<file path="src/rtl/ibc_pkg.sv">
// shared constants and types for the imu bias calibrator
`timescale 1ns / 1ps
package ibc_pkg;

  localparam int unsigned AXES   = 3;
  localparam int unsigned LANES  = 6;
  localparam int unsigned RAW_W  = 16;
  localparam int unsigned CORR_W = 17;
  localparam int unsigned IN_W   = LANES * RAW_W;
  localparam int unsigned BIAS_LO = AXES * CORR_W;
  localparam int unsigned BIAS_HI = BIAS_LO + LANES * RAW_W - 1;
  localparam int unsigned OUT_W  = 152;
  localparam int unsigned PAD_W  = OUT_W - BIAS_HI - 1;

  typedef logic signed [RAW_W-1:0]  raw_t;
  typedef logic signed [CORR_W-1:0] corr_t;

  typedef struct packed {
    logic acc;
    logic ld1;
    logic ld2;
    logic ld3;
    logic bias_we;
  } lane_ctrl_t;

endpackage

</file>
<file path="src/rtl/ibc_lane.sv">
// one axis lane: running sum, constant divide pipeline and bias register
`timescale 1ns / 1ps
module ibc_lane #(
  parameter int unsigned CAL_SAMPLES = 200
) (
  input  logic                clk_i,
  input  logic                rst_ni,
  input  ibc_pkg::lane_ctrl_t ctrl_i,
  input  ibc_pkg::raw_t       sample_i,
  output ibc_pkg::raw_t       bias_o
);

  localparam int unsigned SW = ibc_pkg::RAW_W + $clog2(CAL_SAMPLES);
  localparam int unsigned K  = SW;
  localparam int unsigned MW = K + 1;
  localparam int unsigned PW = SW + MW;
  localparam logic [MW-1:0] Recip = MW'((65'd1 << K) / CAL_SAMPLES);
  localparam logic [SW-1:0] Div   = SW'(CAL_SAMPLES);

  logic signed [SW-1:0] sum_q, sum_d, s1_sum_q;
  logic [SW-1:0]        abs1;
  logic [PW-1:0]        s2_prod_q;
  logic [SW-1:0]        s2_abs_q, s3_abs_q, s3_qn_q, rem3;
  logic                 s2_neg_q, s3_neg_q;
  logic [15:0]          q2, s3_q_q;
  logic [16:0]          qc3;
  ibc_pkg::raw_t        bias_new, bias_q;

  assign sum_d = sum_q + SW'(sample_i);

  always_ff @(posedge clk_i or negedge rst_ni) begin
    if (!rst_ni) begin
      sum_q  <= '0;
      bias_q <= '0;
    end else begin
      if (ctrl_i.acc) begin
        sum_q <= sum_d;
      end
      if (ctrl_i.bias_we) begin
        bias_q <= bias_new;
      end
    end
  end

  // magnitude times reciprocal, then one correction step
  assign abs1 = s1_sum_q[SW-1] ? SW'(-s1_sum_q) : SW'(s1_sum_q);
  assign q2   = 16'(s2_prod_q >> K);
  assign rem3 = s3_abs_q - s3_qn_q;
  assign qc3  = 17'(s3_q_q) + 17'(rem3 >= Div);
  assign bias_new = s3_neg_q ? 16'(-qc3) : 16'(qc3);

  always_ff @(posedge clk_i) begin
    if (ctrl_i.ld1) begin
      s1_sum_q <= sum_d;
    end
    if (ctrl_i.ld2) begin
      s2_prod_q <= PW'(abs1) * PW'(Recip);
      s2_abs_q  <= abs1;
      s2_neg_q  <= s1_sum_q[SW-1];
    end
    if (ctrl_i.ld3) begin
      s3_q_q   <= q2;
      s3_qn_q  <= SW'(SW'(q2) * Div);
      s3_abs_q <= s2_abs_q;
      s3_neg_q <= s2_neg_q;
    end
  end

  assign bias_o = ctrl_i.bias_we ? bias_new : bias_q;

endmodule

</file>
<file path="config.mk">
export PLATFORM = sky130hd
export DESIGN_NAME = ibc_lane
export DESIGN_NICKNAME = d
export VERILOG_FILES = /design/src/rtl/ibc_pkg.sv /design/src/rtl/ibc_lane.sv
export SDC_FILE = /design/constraint.sdc
export NUM_CORES = 1
export LEC_CHECK = 0
export BUFFER_PORTS_ARGS = -buffer_cell sky130_fd_sc_hd__buf_2
export CORE_MARGIN = 2
export CORE_UTILIZATION = 40
export CTS_BUF_LIST = sky130_fd_sc_hd__clkbuf_4
export CTS_CLUSTER_SIZE = 14
export DETAILED_ROUTE_END_ITERATION = 8
export PLACE_DENSITY = 0.52
export SETUP_SLACK_MARGIN = 0.02
export SLEW_MARGIN = 20
export SYNTH_ARGS = -nofsm -noshare
export SYNTH_HDL_FRONTEND = slang
export SYNTH_SLANG_ARGS = --single-unit
</file>
<file path="constraint.sdc">
create_clock -name clk_i -period 10.3 [get_ports clk_i]
set_input_delay 2.06 -clock clk_i [delete_from_list [all_inputs] [get_ports clk_i]]
set_output_delay 2.06 -clock clk_i [all_outputs]
set_load 0.05 [all_outputs]
</file>
==> results.md, run 1 <==
- Status: complete, no violations
- # H-tree levels: 4
- Die width: 213 µm
- Critical Path Source: s3_abs_q[13]
- Fmax: 113 MHz
- Cell variety after synth: between 60 and 70
- CP Capture Type: output pin
- Fin crit share: 0.861
- Remaining DRCs: 0
- Reg2Reg Setup Slack: 1.95 ns
- Worst relative slew slack: 0.312
- CP Capture Point: bias_o[12]
- Syn_nets: between 2000 and 2500
- FF-to-FF Start: s1_sum_q[0]
- Die Y: 213 µm
- CTS Buf Count: 17
- Port Buffers: 38
- RSZ-0062 raised after global routing: false
- Gate Count Post-Synth: 1705
- Met3 wire len: 984 µm
- Layout area overhead: 7.58%
- Initial antenna violation count: 2
- Minimum clock period after layout: 8.87 ns
- Reported max-cap violation count: 0
- Die area: 45200 µm²
- Clock skew: about 0.034 ns
- Global route total overflow: 0
- CTS tree: yes
- Clk slew on worst S/H paths: 0.15 ns
- Initial Util: 0.404
- Fraction of layout cells with a size suffix above 1: 0.0799
- Routability congestion estimate from global placement: 0.846
- Largest net degree at the start of global routing: 57
- Crit path DAT: 6.81 ns
- CP required: 8.24 ns
- Fillers: 4190
- Detailed Routing Iterations Pass 1: 4
- Final ANT Viol Nets: 0
- Wire length on met1: 17400 µm
- Row cnt: 76
- Synth top area cells: edfxtp_1 (20%), ha_1 (20%), fa_1 (19%)
- DR WL/cell: 16.1 µm
- Most common cell after layout, fill and taps aside: inv_1
- Dpl cells: between 2000 and 2500
- Post-synthesis sequential area ratio: 0.261
- Share of the synthesized area in the top cell type: 0.203
- Number of global-route vias before repair: 11912
- Maximum clock insertion buffer count: 2
- Setup CP Type: reg -> out
- Initial DRC Count: 520
- Num ports: 39
- TNS Setup: 0 ns
- WL final: 38000 µm
- R2R depth: 26
- Final Slew Violations: 0
- Mean Syn Cell Area: 10.2 µm²
- NumNets Final: 2235
- Via Count: 11381
- Least-Margin Pin Slew: 1.03 ns
- Critical Path Source Type: flip-flop
- Seq cells post-synth: between 150 and 200
- Post-CTS Setup Repair Bufs: 0
- Final Hold Fails: 0
- Vias per inst: about 4.8
- Highest-count cells in the layout ignoring fill and taps: inv_1 (445), ha_1 (278), fa_1 (168)
- Insertion delay of the later-clocked pin in the worst-skew pair: 0.68 ns
- CTS sink count: 158
- Core area: 43100 µm²
- R2R Path End: s2_prod_q[39]
- First-pass GRT wire length: 62200 µm
- CP max FO: 6
- Gr usage total: 0.180
- Number of synthesized flops with an enable pin: 118
- Leading area contributor after synthesis: edfxtp_1
- Post-route insts no fill: 2367
- CTS Hold Buffers Added: 0
- CTS root buf: clkbuf_4
- Ys flop type: edfxtp_1
- Syn. warnings: 0
- Cell Area, Synth: between 15000 and 20000 µm²
- Post-CTS sizing: 0
- Highest Signal Layer: met4
- Final setup viols: 0
- Worst Hold Class: reg -> reg
- DR WL met2: roughly 19000 µm
- DP HPWL: 31600 µm
- Asr flop ratio synth: 0.253
cells by family after synthesis:
group / after synthesis / synth area share
AOI/OAI and AO/OA: 236 / 0.0878
xor gates and xnor gates: 122 / 0.0618
adders and majority gates: 446 / 0.393
buffers and inverters: 461 / 0.0995
DFF: 158 / 0.261
muxes: 40 / 0.0253
and+or+nand+nor: 242 / 0.0720
registers in the layout (all words and copies together) (netlist names):
name	flops
s1_sum_q	24
sum_q	24
s2_abs_q	21
s3_abs_q	21
s3_qn_q	18
bias_q	16
s2_prod_q	16
s3_q_q	16
s2_neg_q	1
s3_neg_q	1
worst min path at each step:
stage	from	to	slack, ns	depth (start not counted)
floorplan	s2_abs_q[10]	s3_abs_q[10]	0.40	0
global placement	s2_abs_q[15]	s3_abs_q[15]	0.40	0
detailed placement	s2_abs_q[10]	s3_abs_q[10]	0.40	0
CTS	s2_abs_q[17]	s3_abs_q[17]	0.43	0
global route	s2_abs_q[17]	s3_abs_q[17]	0.45	0
finish	s2_abs_q[17]	s3_abs_q[17]	0.42	0
stage by stage:
stage / hold slack [ns] / worst slack (ns) / cell area [µm²] / utilization
3_5_place_dp: 0.405 / 1.96 / 18400 / 0.428
6_report: 0.422 / 1.43 / 18700 / 0.435
2_1_floorplan: 0.400 / 2.63 / 17400 / -
5_1_grt: 0.446 / 0.999 / 18700 / 0.435
4_1_cts: 0.433 / 1.44 / 18700 / 0.435
3_3_place_gp: 0.404 / 1.95 / 18400 / 0.428
layer usage:
metal	global-route usage	up-vias
met2	0.315	138
met1	0.230	5489
li1	-	5721
met4	0.0422	0
met3	0.0324	33
met5	0	-
worst max-delay path, cell delays in order, from the launching register on:
cell	delay (ns)
edfxtp_1	0.43
ha_1	0.39
o21ai_0	0.17
nand2b_1	0.11
xnor2_1	0.16
a311oi_1	0.38
o2111ai_1	0.17
a2111oi_0	0.43
nand4_1	0.16
nor4_1	0.56
o2111ai_1	0.39
ha_1	0.34
ha_1	0.25
nand3_1	0.15
nand2_1	0.08
mux2_2	0.28
o31a_1	0.29
nor4_2	0.36
mux2i_1	0.13
o22ai_1	0.19
xor2_1	0.25
mux2_2	0.21
buf_2	0.26
synth_stat cells, types with 8 or more instances:
cell      count
inv_1       445
ha_1        278
fa_1        168
edfxtp_1    118
xnor2_1      77
a21oi_1      68
nor2_1       55
nand2_1      53
o21ai_0      48
xor2_1       44
dfrtp_1      40
mux2_2       32
a21o_1       22
nand3_1      20
nor2b_1      17
o21bai_1     16
nor3_1       15
nand2b_1     14
clkbuf_1     11
nand4_1      11
a31oi_1       9
or3_1         9
a311oi_1      8
and3_1        8
mux2i_1       8
cell type report:
cell class / count / area, µm² / share of cell area
Timing Repair Buffer: 56 / 325 / 0.0174
Multi-Input combinational cell: 1086 / 11200 / 0.595
Tap cell: 585 / 732 / 0.0391
Clock buffer: 18 / 135 / 0.00721
Inverter: 447 / 1680 / 0.0895
Clock inverter: 13 / 158 / 0.00841
Antenna cell: 4 / 10.0 / 0.000534
Sequential cell: 158 / 4540 / 0.243
Power of run 1 is not shown: default switching activity piles up to over one toggle a cycle in this logic, so the estimate is an artifact.
==> run 2: changes to the inputs <==
--- a/config.mk
+++ b/config.mk
@@ -5,6 +5,7 @@
 export SDC_FILE = /design/constraint.sdc
 export NUM_CORES = 1
 export LEC_CHECK = 0
+export ABC_AREA = 1
 export BUFFER_PORTS_ARGS = -buffer_cell sky130_fd_sc_hd__buf_2
 export CORE_MARGIN = 2
 export CORE_UTILIZATION = 40
==> run 2 against run 1 <==
  * Utilization is 0.21 points lower
  * Maximum frequency is 15% higher
  * Via count is 28% higher
  * Global-route usage is 2.8 points higher
==> results.md, run 2 <==
- Critical Path Source Type: flip-flop
- Fraction of layout cells with a size suffix above 1: 0.0548 (-0.0251)
- Highest Signal Layer: met4
- First-pass GRT wire length: 79500 µm (+28%)
- Final Hold Fails: 0 (unchanged)
- Top-count cell post-synth: inv_1
- Final Slew Violations: 0 (unchanged)
- Worst Hold Class: reg -> reg
- Crit path DAT: 5.68 ns (-1.13 ns)
- Initial DRC Count: 719 (+38%)
- Cell Area, Synth: 19300 µm² (+11%)
- CTS Hold Buffers Added: 0 (unchanged)
- Dpl cells: 3011 (+29%)
- Clk slew on worst S/H paths: 0.15 ns (about the same)
- CTS root buf: clkbuf_4
- CP max stage delay: 0.56 ns (about the same)
- Clock skew: 0.0487 ns (+0.0144 ns)
- CP Capture Type: output pin
- Routability congestion estimate from global placement: 0.916 (+8.2%)
- Gr usage total: 0.207 (+0.0277)
- Min Hold Slack: 0.438 ns (+0.0160 ns)
- Ys flop type: edfxtp_1
- FF-to-FF Start: s1_sum_q[0]
- Placed Area: 20300 µm² (+10%)
- DR WL/cell: 16.2 µm (+0.65%)
- CP required: 8.24 ns (about the same)
- Largest net degree at the start of global routing: 57 (unchanged)
- DR WL met2: 25900 µm (+36%)
- Share of the synthesized area in the top cell type: 0.184 (-0.0195)
- Layout area overhead: 7.07%
- Detailed Routing Iterations Pass 1: 4 (unchanged)
- DP HPWL: 42000 µm (+33%)
- Least-Margin Pin Slew: 1.03 ns (+0.00304 ns)
- Fillers: 4922 (+17%)
- Cell variety after synth: 49 (-29%)
- Fin area: 20600 µm² (+10%)
- Wire length on met1: 21400 µm (+23%)
- Worst relative slew slack: 0.310 (-0.00203)
- Remaining DRCs: 0 (unchanged)
- Minimum clock period after layout: 7.74 ns (-1.13 ns)
- CP max FO: 6 (unchanged)
- Post-CTS Setup Repair Bufs: 0 (unchanged)
- R2R depth: 32 (+23%)
- Row cnt: 80 (+5.3%)
- Fmax: 129 MHz (+15%)
- Num ports: 39 (unchanged)
- Leading area contributor after synthesis: edfxtp_1
- R2R Path End: s2_prod_q[34]
- RSZ-0062 raised after global routing: false
- Reg2Reg Setup Slack: 2.60 ns (+0.65 ns)
- Met3 wire len: 1110 µm (+13%)
- Seq. cell area: 4540 µm² (unchanged)
- Number of global-route vias before repair: 15272 (+28%)
- NumNets Final: 2884 (+29%)
- Post-route insts no fill: 3051 (+29%)
- Gate Count Post-Synth: 2357 (+38%)
- TNS Setup: 0 ns (unchanged)
- Seq cells post-synth: 158 (unchanged)
- Port Buffers: 38 (unchanged)
- Fin crit share: 0.751 (-0.110)
- Initial antenna violation count: 2 (unchanged)
- Post-synth top cells: inv_1 (612), nand2_1 (477), ha_1 (278), fa_1 (168), nor2_1 (153)
- Reported max-cap violation count: 0 (unchanged)
- CTS Buf Count: 17 (unchanged)
- Worst hold path depth: 0 (unchanged)
- Maximum clock insertion buffer count: 2 (unchanged)
- WL final: 49300 µm (+30%)
- Vias per inst: 4.78 (-0.60%)
- Final setup viols: 0 (unchanged)
- Top cell by count, worst path: nand2_1
- Post-CTS sizing: 0 (unchanged)
- Die Y: 223 µm (+5.1%)
- Asr flop ratio synth: 0.253 (unchanged)
- Syn_nets: 2826 (+30%)
- Post-synthesis sequential area ratio: 0.236 (-0.0250)
- Syn. warnings: 0 (unchanged)
- Via Count: 14582 (+28%)
- Die width: 223 µm (+5.1%)
- Die area: 49900 µm² (+10%)
- CTS sink count: 158 (unchanged)
- Hold Path End: s3_abs_q[17]
- Global route total overflow: 0 (unchanged)
- Highest-count cells in the layout ignoring fill and taps: inv_1 (612), nand2_1 (477), ha_1 (278)
- Largest regs: s1_sum_q x24, sum_q x24
- Max stage delay cell, worst path: edfxtp_1
- Status: complete, no violations
- Number of synthesized flops with an enable pin: 118 (unchanged)
- Insertion delay of the later-clocked pin in the worst-skew pair: 0.78 ns (+0.10 ns)
- Hold Crit Start: s2_abs_q[17]
- Buf+Inv Stages, Crit Path: 2 (+1)
- Core area: 47600 µm² (+11%)
- CTS tree: yes
- Setup CP Type: reg -> out
- Initial Util: 0.404 (about the same)
- Synth top area cells: edfxtp_1 (18%), ha_1 (18%), fa_1 (17%)
- # H-tree levels: 4 (unchanged)
- Area of the multi-input gates: 12400 µm² (+11%)
- Family with the most delay on the worst path: simple AND/OR/NAND/NOR gates
- Mean Syn Cell Area: 8.17 µm² (-20%)
- Most common cell after layout, fill and taps aside: inv_1
- Final ANT Viol Nets: 0 (unchanged)
[run 2: cell type report]
cell class              count  area share
well taps                 615      0.0373
flip-flops and latches    158       0.220
repair buffers             50      0.0136
clock buffers              17     0.00619
clock inverters            15     0.00940
multi-input cells        1567       0.599
inverters                 621       0.113
diodes                      8    0.000971
[run 2: how the worst max path moves through the flow]
| stage | startpoint | end | slack (ns) | cells after the start |
|---|---|---|---|---|
| floorplan | s1_sum_q[0] | s2_prod_q[39] | 3.52 | 33 |
| global placement | s1_sum_q[0] | s2_prod_q[33] | 2.62 | 31 |
| detailed placement | s1_sum_q[0] | s2_prod_q[33] | 2.56 | 31 |
| CTS | s3_q_q[0] | bias_o[13] | 2.34 | 27 |
| global route | s3_q_q[0] | bias_o[13] | 1.93 | 27 |
| finish | s3_q_q[0] | bias_o[14] | 2.56 | 27 |
[run 2: cell families after synthesis]
family                     share of synthesized area
and+or+nand+nor                                0.183
buffers and inverters                          0.124
adders and majority gates                      0.355
AOI/OAI and AO/OA                             0.0631
DFF                                            0.236
xor gates and xnor gates                      0.0391
[run 2: worst register-to-register path, delay by kind of cell (launching register included)]
family	cells	cell delay [ns]
simple gates	10	1.35
xor+xnor	2	0.82
fa+ha+maj	8	3.46
buf+inv	9	0.81
flops	1	0.63
compound gates	3	0.38
[run 2: metal layers]
layer / vias up / GRT usage
met5: - / 0
met4: 0 / 0.0561
met3: 51 / 0.0337
met2: 154 / 0.389
met1: 6949 / 0.243
li1: 7428 / -
[run 2: per-stage QoR]
stage	util	worst slack, ns
5_1_grt	0.433	1.93
3_3_place_gp	0.426	2.62
6_report	0.433	2.56
2_1_floorplan	-	3.52
3_5_place_dp	0.426	2.56
4_1_cts	0.432	2.34
Power of run 2 is left out for the same reason.
==> run 3: changes to the inputs <==
--- a/config.mk
+++ b/config.mk
@@ -12,7 +12,7 @@
 export CTS_BUF_LIST = sky130_fd_sc_hd__clkbuf_4
 export CTS_CLUSTER_SIZE = 14
 export DETAILED_ROUTE_END_ITERATION = 8
-export PLACE_DENSITY = 0.52
+export PLACE_DENSITY = 0.54
 export SETUP_SLACK_MARGIN = 0.02
 export SLEW_MARGIN = 20
 export SYNTH_ARGS = -nofsm -noshare
==> constraint.sdc (replaced) <==
create_clock -name clk_i -period 6.9 [get_ports clk_i]
set_input_delay 1.38 -clock clk_i [delete_from_list [all_inputs] [get_ports clk_i]]
set_output_delay 1.38 -clock clk_i [all_outputs]
set_load 0.05 [all_outputs]
==> run 3 against run 2 <==
  * First-iteration DRC count shrank 10%
  * Wire length is 2.8% lower
  * Sequential cell count did not move
  * Global-route usage down 0.72 points
  * Design area rose by 4.7%
  * Final cell count grew 2.2%
  * Die area unchanged
  * Setup slack got worse by 2.3 ns
  * Critical path type is now reg -> reg
  * Largest cell class unchanged
==> results.md, run 3 (synthesized netlist as in run 2, its figures left out) <==
- Die Y: 223 µm (unchanged)
- Critical Path Source: s1_sum_q[1]
- Core area: 47600 µm² (unchanged)
- Post-route insts no fill: 3118 (+2.2%)
- Routability congestion estimate from global placement: 0.906 (-1.0%)
- Fraction of layout cells with a size suffix above 1: 0.112 (+0.0570)
- Clock skew: 0.0395 ns (-0.00921 ns)
- Initial Util: 0.404 (unchanged)
- Gr usage total: 0.200 (-0.00719)
- Reported max-cap violation count: 0 (unchanged)
- Critical Path Source Type: flip-flop
- Clk slew on worst S/H paths: 0.15 ns (about the same)
- Vias per inst: 4.78 (about the same)
- NumNets Final: 2951 (+2.3%)
- Most common cell after layout, fill and taps aside: inv_1
- Dpl cells: 3037 (+0.86%)
- Worst relative slew slack: 0.389 (+0.0783)
- Initial antenna violation count: 6 (+4)
- Met2 Resource Use GR: 0.368 (-0.0206)
- CP max FO: 6 (unchanged)
- Largest regs: s1_sum_q x24, sum_q x24
- CTS root buf: clkbuf_4
- Port Buffers: 38 (unchanged)
- Global route total overflow: 0 (unchanged)
- DP HPWL: 40700 µm (-3.2%)
- Dpl ws: -0.0749 ns (-2.64 ns)
- Fin area: 21600 µm² (+4.7%)
- Least-Margin Pin Slew: 0.908 ns (-0.124 ns)
- CTS Hold Buffers Added: 0 (unchanged)
- CP required: 7.38 ns (-0.86 ns)
- R2R depth: 31 (-3.1%)
- Setup ws final: 0.234 ns (-2.33 ns)
- # H-tree levels: 4 (unchanged)
- First-pass GRT wire length: 77200 µm (-2.9%)
- Insertion delay of the later-clocked pin in the worst-skew pair: 0.73 ns (-0.05 ns)
- Setup CP Type: reg -> reg
- Highest-count cells in the layout ignoring fill and taps: inv_1 (602), nand2_1 (463), ha_1 (265)
- Remaining DRCs: 0 (unchanged)
- Final ANT Viol Nets: 0 (unchanged)
- Fmax: 150 MHz
- Initial DRC Count: 645 (-10%)
- Final Slew Violations: 0 (unchanged)
- Number of global-route vias before repair: 15312 (+0.26%)
- Hold Crit Start: s2_abs_q[21]
- Top cell by count, worst path: inv_1
- Via Count: 14899 (+2.2%)
- Routing usage on met3: 0.0324 (-0.00132)
- Area of the multi-input gates: 12800 µm² (+3.3%)
- RSZ-0062 raised after global routing: true
- CTS Buf Count: 17 (unchanged)
- Fin crit share: 0.966
- Detailed Routing Iterations Pass 1: 5 (+1)
- Max stage delay cell, worst path: fa_1
- Hold Path End: s3_abs_q[21]
- Num ports: 39 (unchanged)
- Worst Hold Class: reg -> reg
- Seq. cell area: 4540 µm² (unchanged)
- Final setup viols: 0 (unchanged)
- Die width: 223 µm (unchanged)
- CP Capture Type: flip-flop
- Die area: 49900 µm² (unchanged)
- CTS sink count: 158 (unchanged)
- Buf+Inv Stages, Crit Path: 11 (+9)
- GR peak layer: met2
- Met1 usage: 0.233 (-0.0107)
- FF-to-FF Start: s1_sum_q[1]
- CP max stage delay: 0.54 ns (-0.02 ns)
- Crit path DAT: 7.15 ns (+1.47 ns)
- Family with the most delay on the worst path: adder cells
- WL final: 48000 µm (-2.8%)
- DR WL/cell: 15.4 µm (-4.9%)
- Row cnt: 80 (unchanged)
- Layout area overhead: 12.1%
- Reg2Reg Setup Slack: 0.23 ns (-2.37 ns)
- CTS tree: yes
- Worst hold path depth: 0 (unchanged)
- Final Hold Fails: 0 (unchanged)
- Largest net degree at the start of global routing: 57 (unchanged)
- Minimum clock period after layout: 6.67 ns
- R2R Path End: s2_prod_q[25]
- Maximum clock insertion buffer count: 2 (unchanged)
- Fillers: 4734 (-3.8%)
- Status: complete, no violations
- Placed Area: 20500 µm² (+0.99%)
==> run 3: cell count changes in the layout (fill, tap and decap cells not counted), moves of 11 or more <==
cell	before	now
a21oi_1	90	74
a21oi_2	1	16
buf_4	12	82
ha_1	278	265
o21ai_0	68	55
nand2_1	477	463
buf_2	38	26
o21ai_1	5	17
nand2_2	6	18
nor2_1	153	139
ha_4	0	11
==> run 3: cell type report <==
class / count / share of cell area
well taps: 615 / 0.0356
multi-input cells: 1567 / 0.591
clock inverters: 15 / 0.00701
clock buffers: 17 / 0.00591
diodes: 8 / 0.000927
repair buffers: 117 / 0.0402
inverters: 621 / 0.109
flip-flops and latches: 158 / 0.210
==> run 3: worst max-delay path by stage <==
stage	endpoint	slack (ns)	depth (start not counted)
2_1_floorplan	s2_prod_q[39]	0.12	33
3_3_place_gp	s2_prod_q[37]	-0.26	30
3_5_place_dp	s2_prod_q[37]	-0.07	31
4_1_cts	bias_o[13]	0.02	27
5_1_grt	s2_prod_q[33]	-0.06	32
6_report	s2_prod_q[25]	0.23	31
==> run 3: metal layers <==
metal	part of all wire	vias up
li1	-	7571
met1	0.42	7047
met2	0.52	195
met3	0.028	84
met4	0.033	2
met5	0.00025	-
==> run 3: repair_timing <==
action                     CTS  global route
pin swaps                    2            43
gates resized for setup     15           118
buffers inserted             5            36
setup endpoints to repair   15            29
==> run 3: per-stage QoR <==
stage | hold WS [ns] | util | TNS [ns]
final | 0.436 | 0.453 | 0
after global routing | 0.453 | 0.453 | -0.192
after floorplan | 0.400 | - | 0
after CTS | 0.438 | 0.438 | 0
after global placement | 0.405 | 0.430 | -1.11
after detailed placement | 0.405 | 0.430 | -0.0749
Power of run 3 is left out for the same reason.
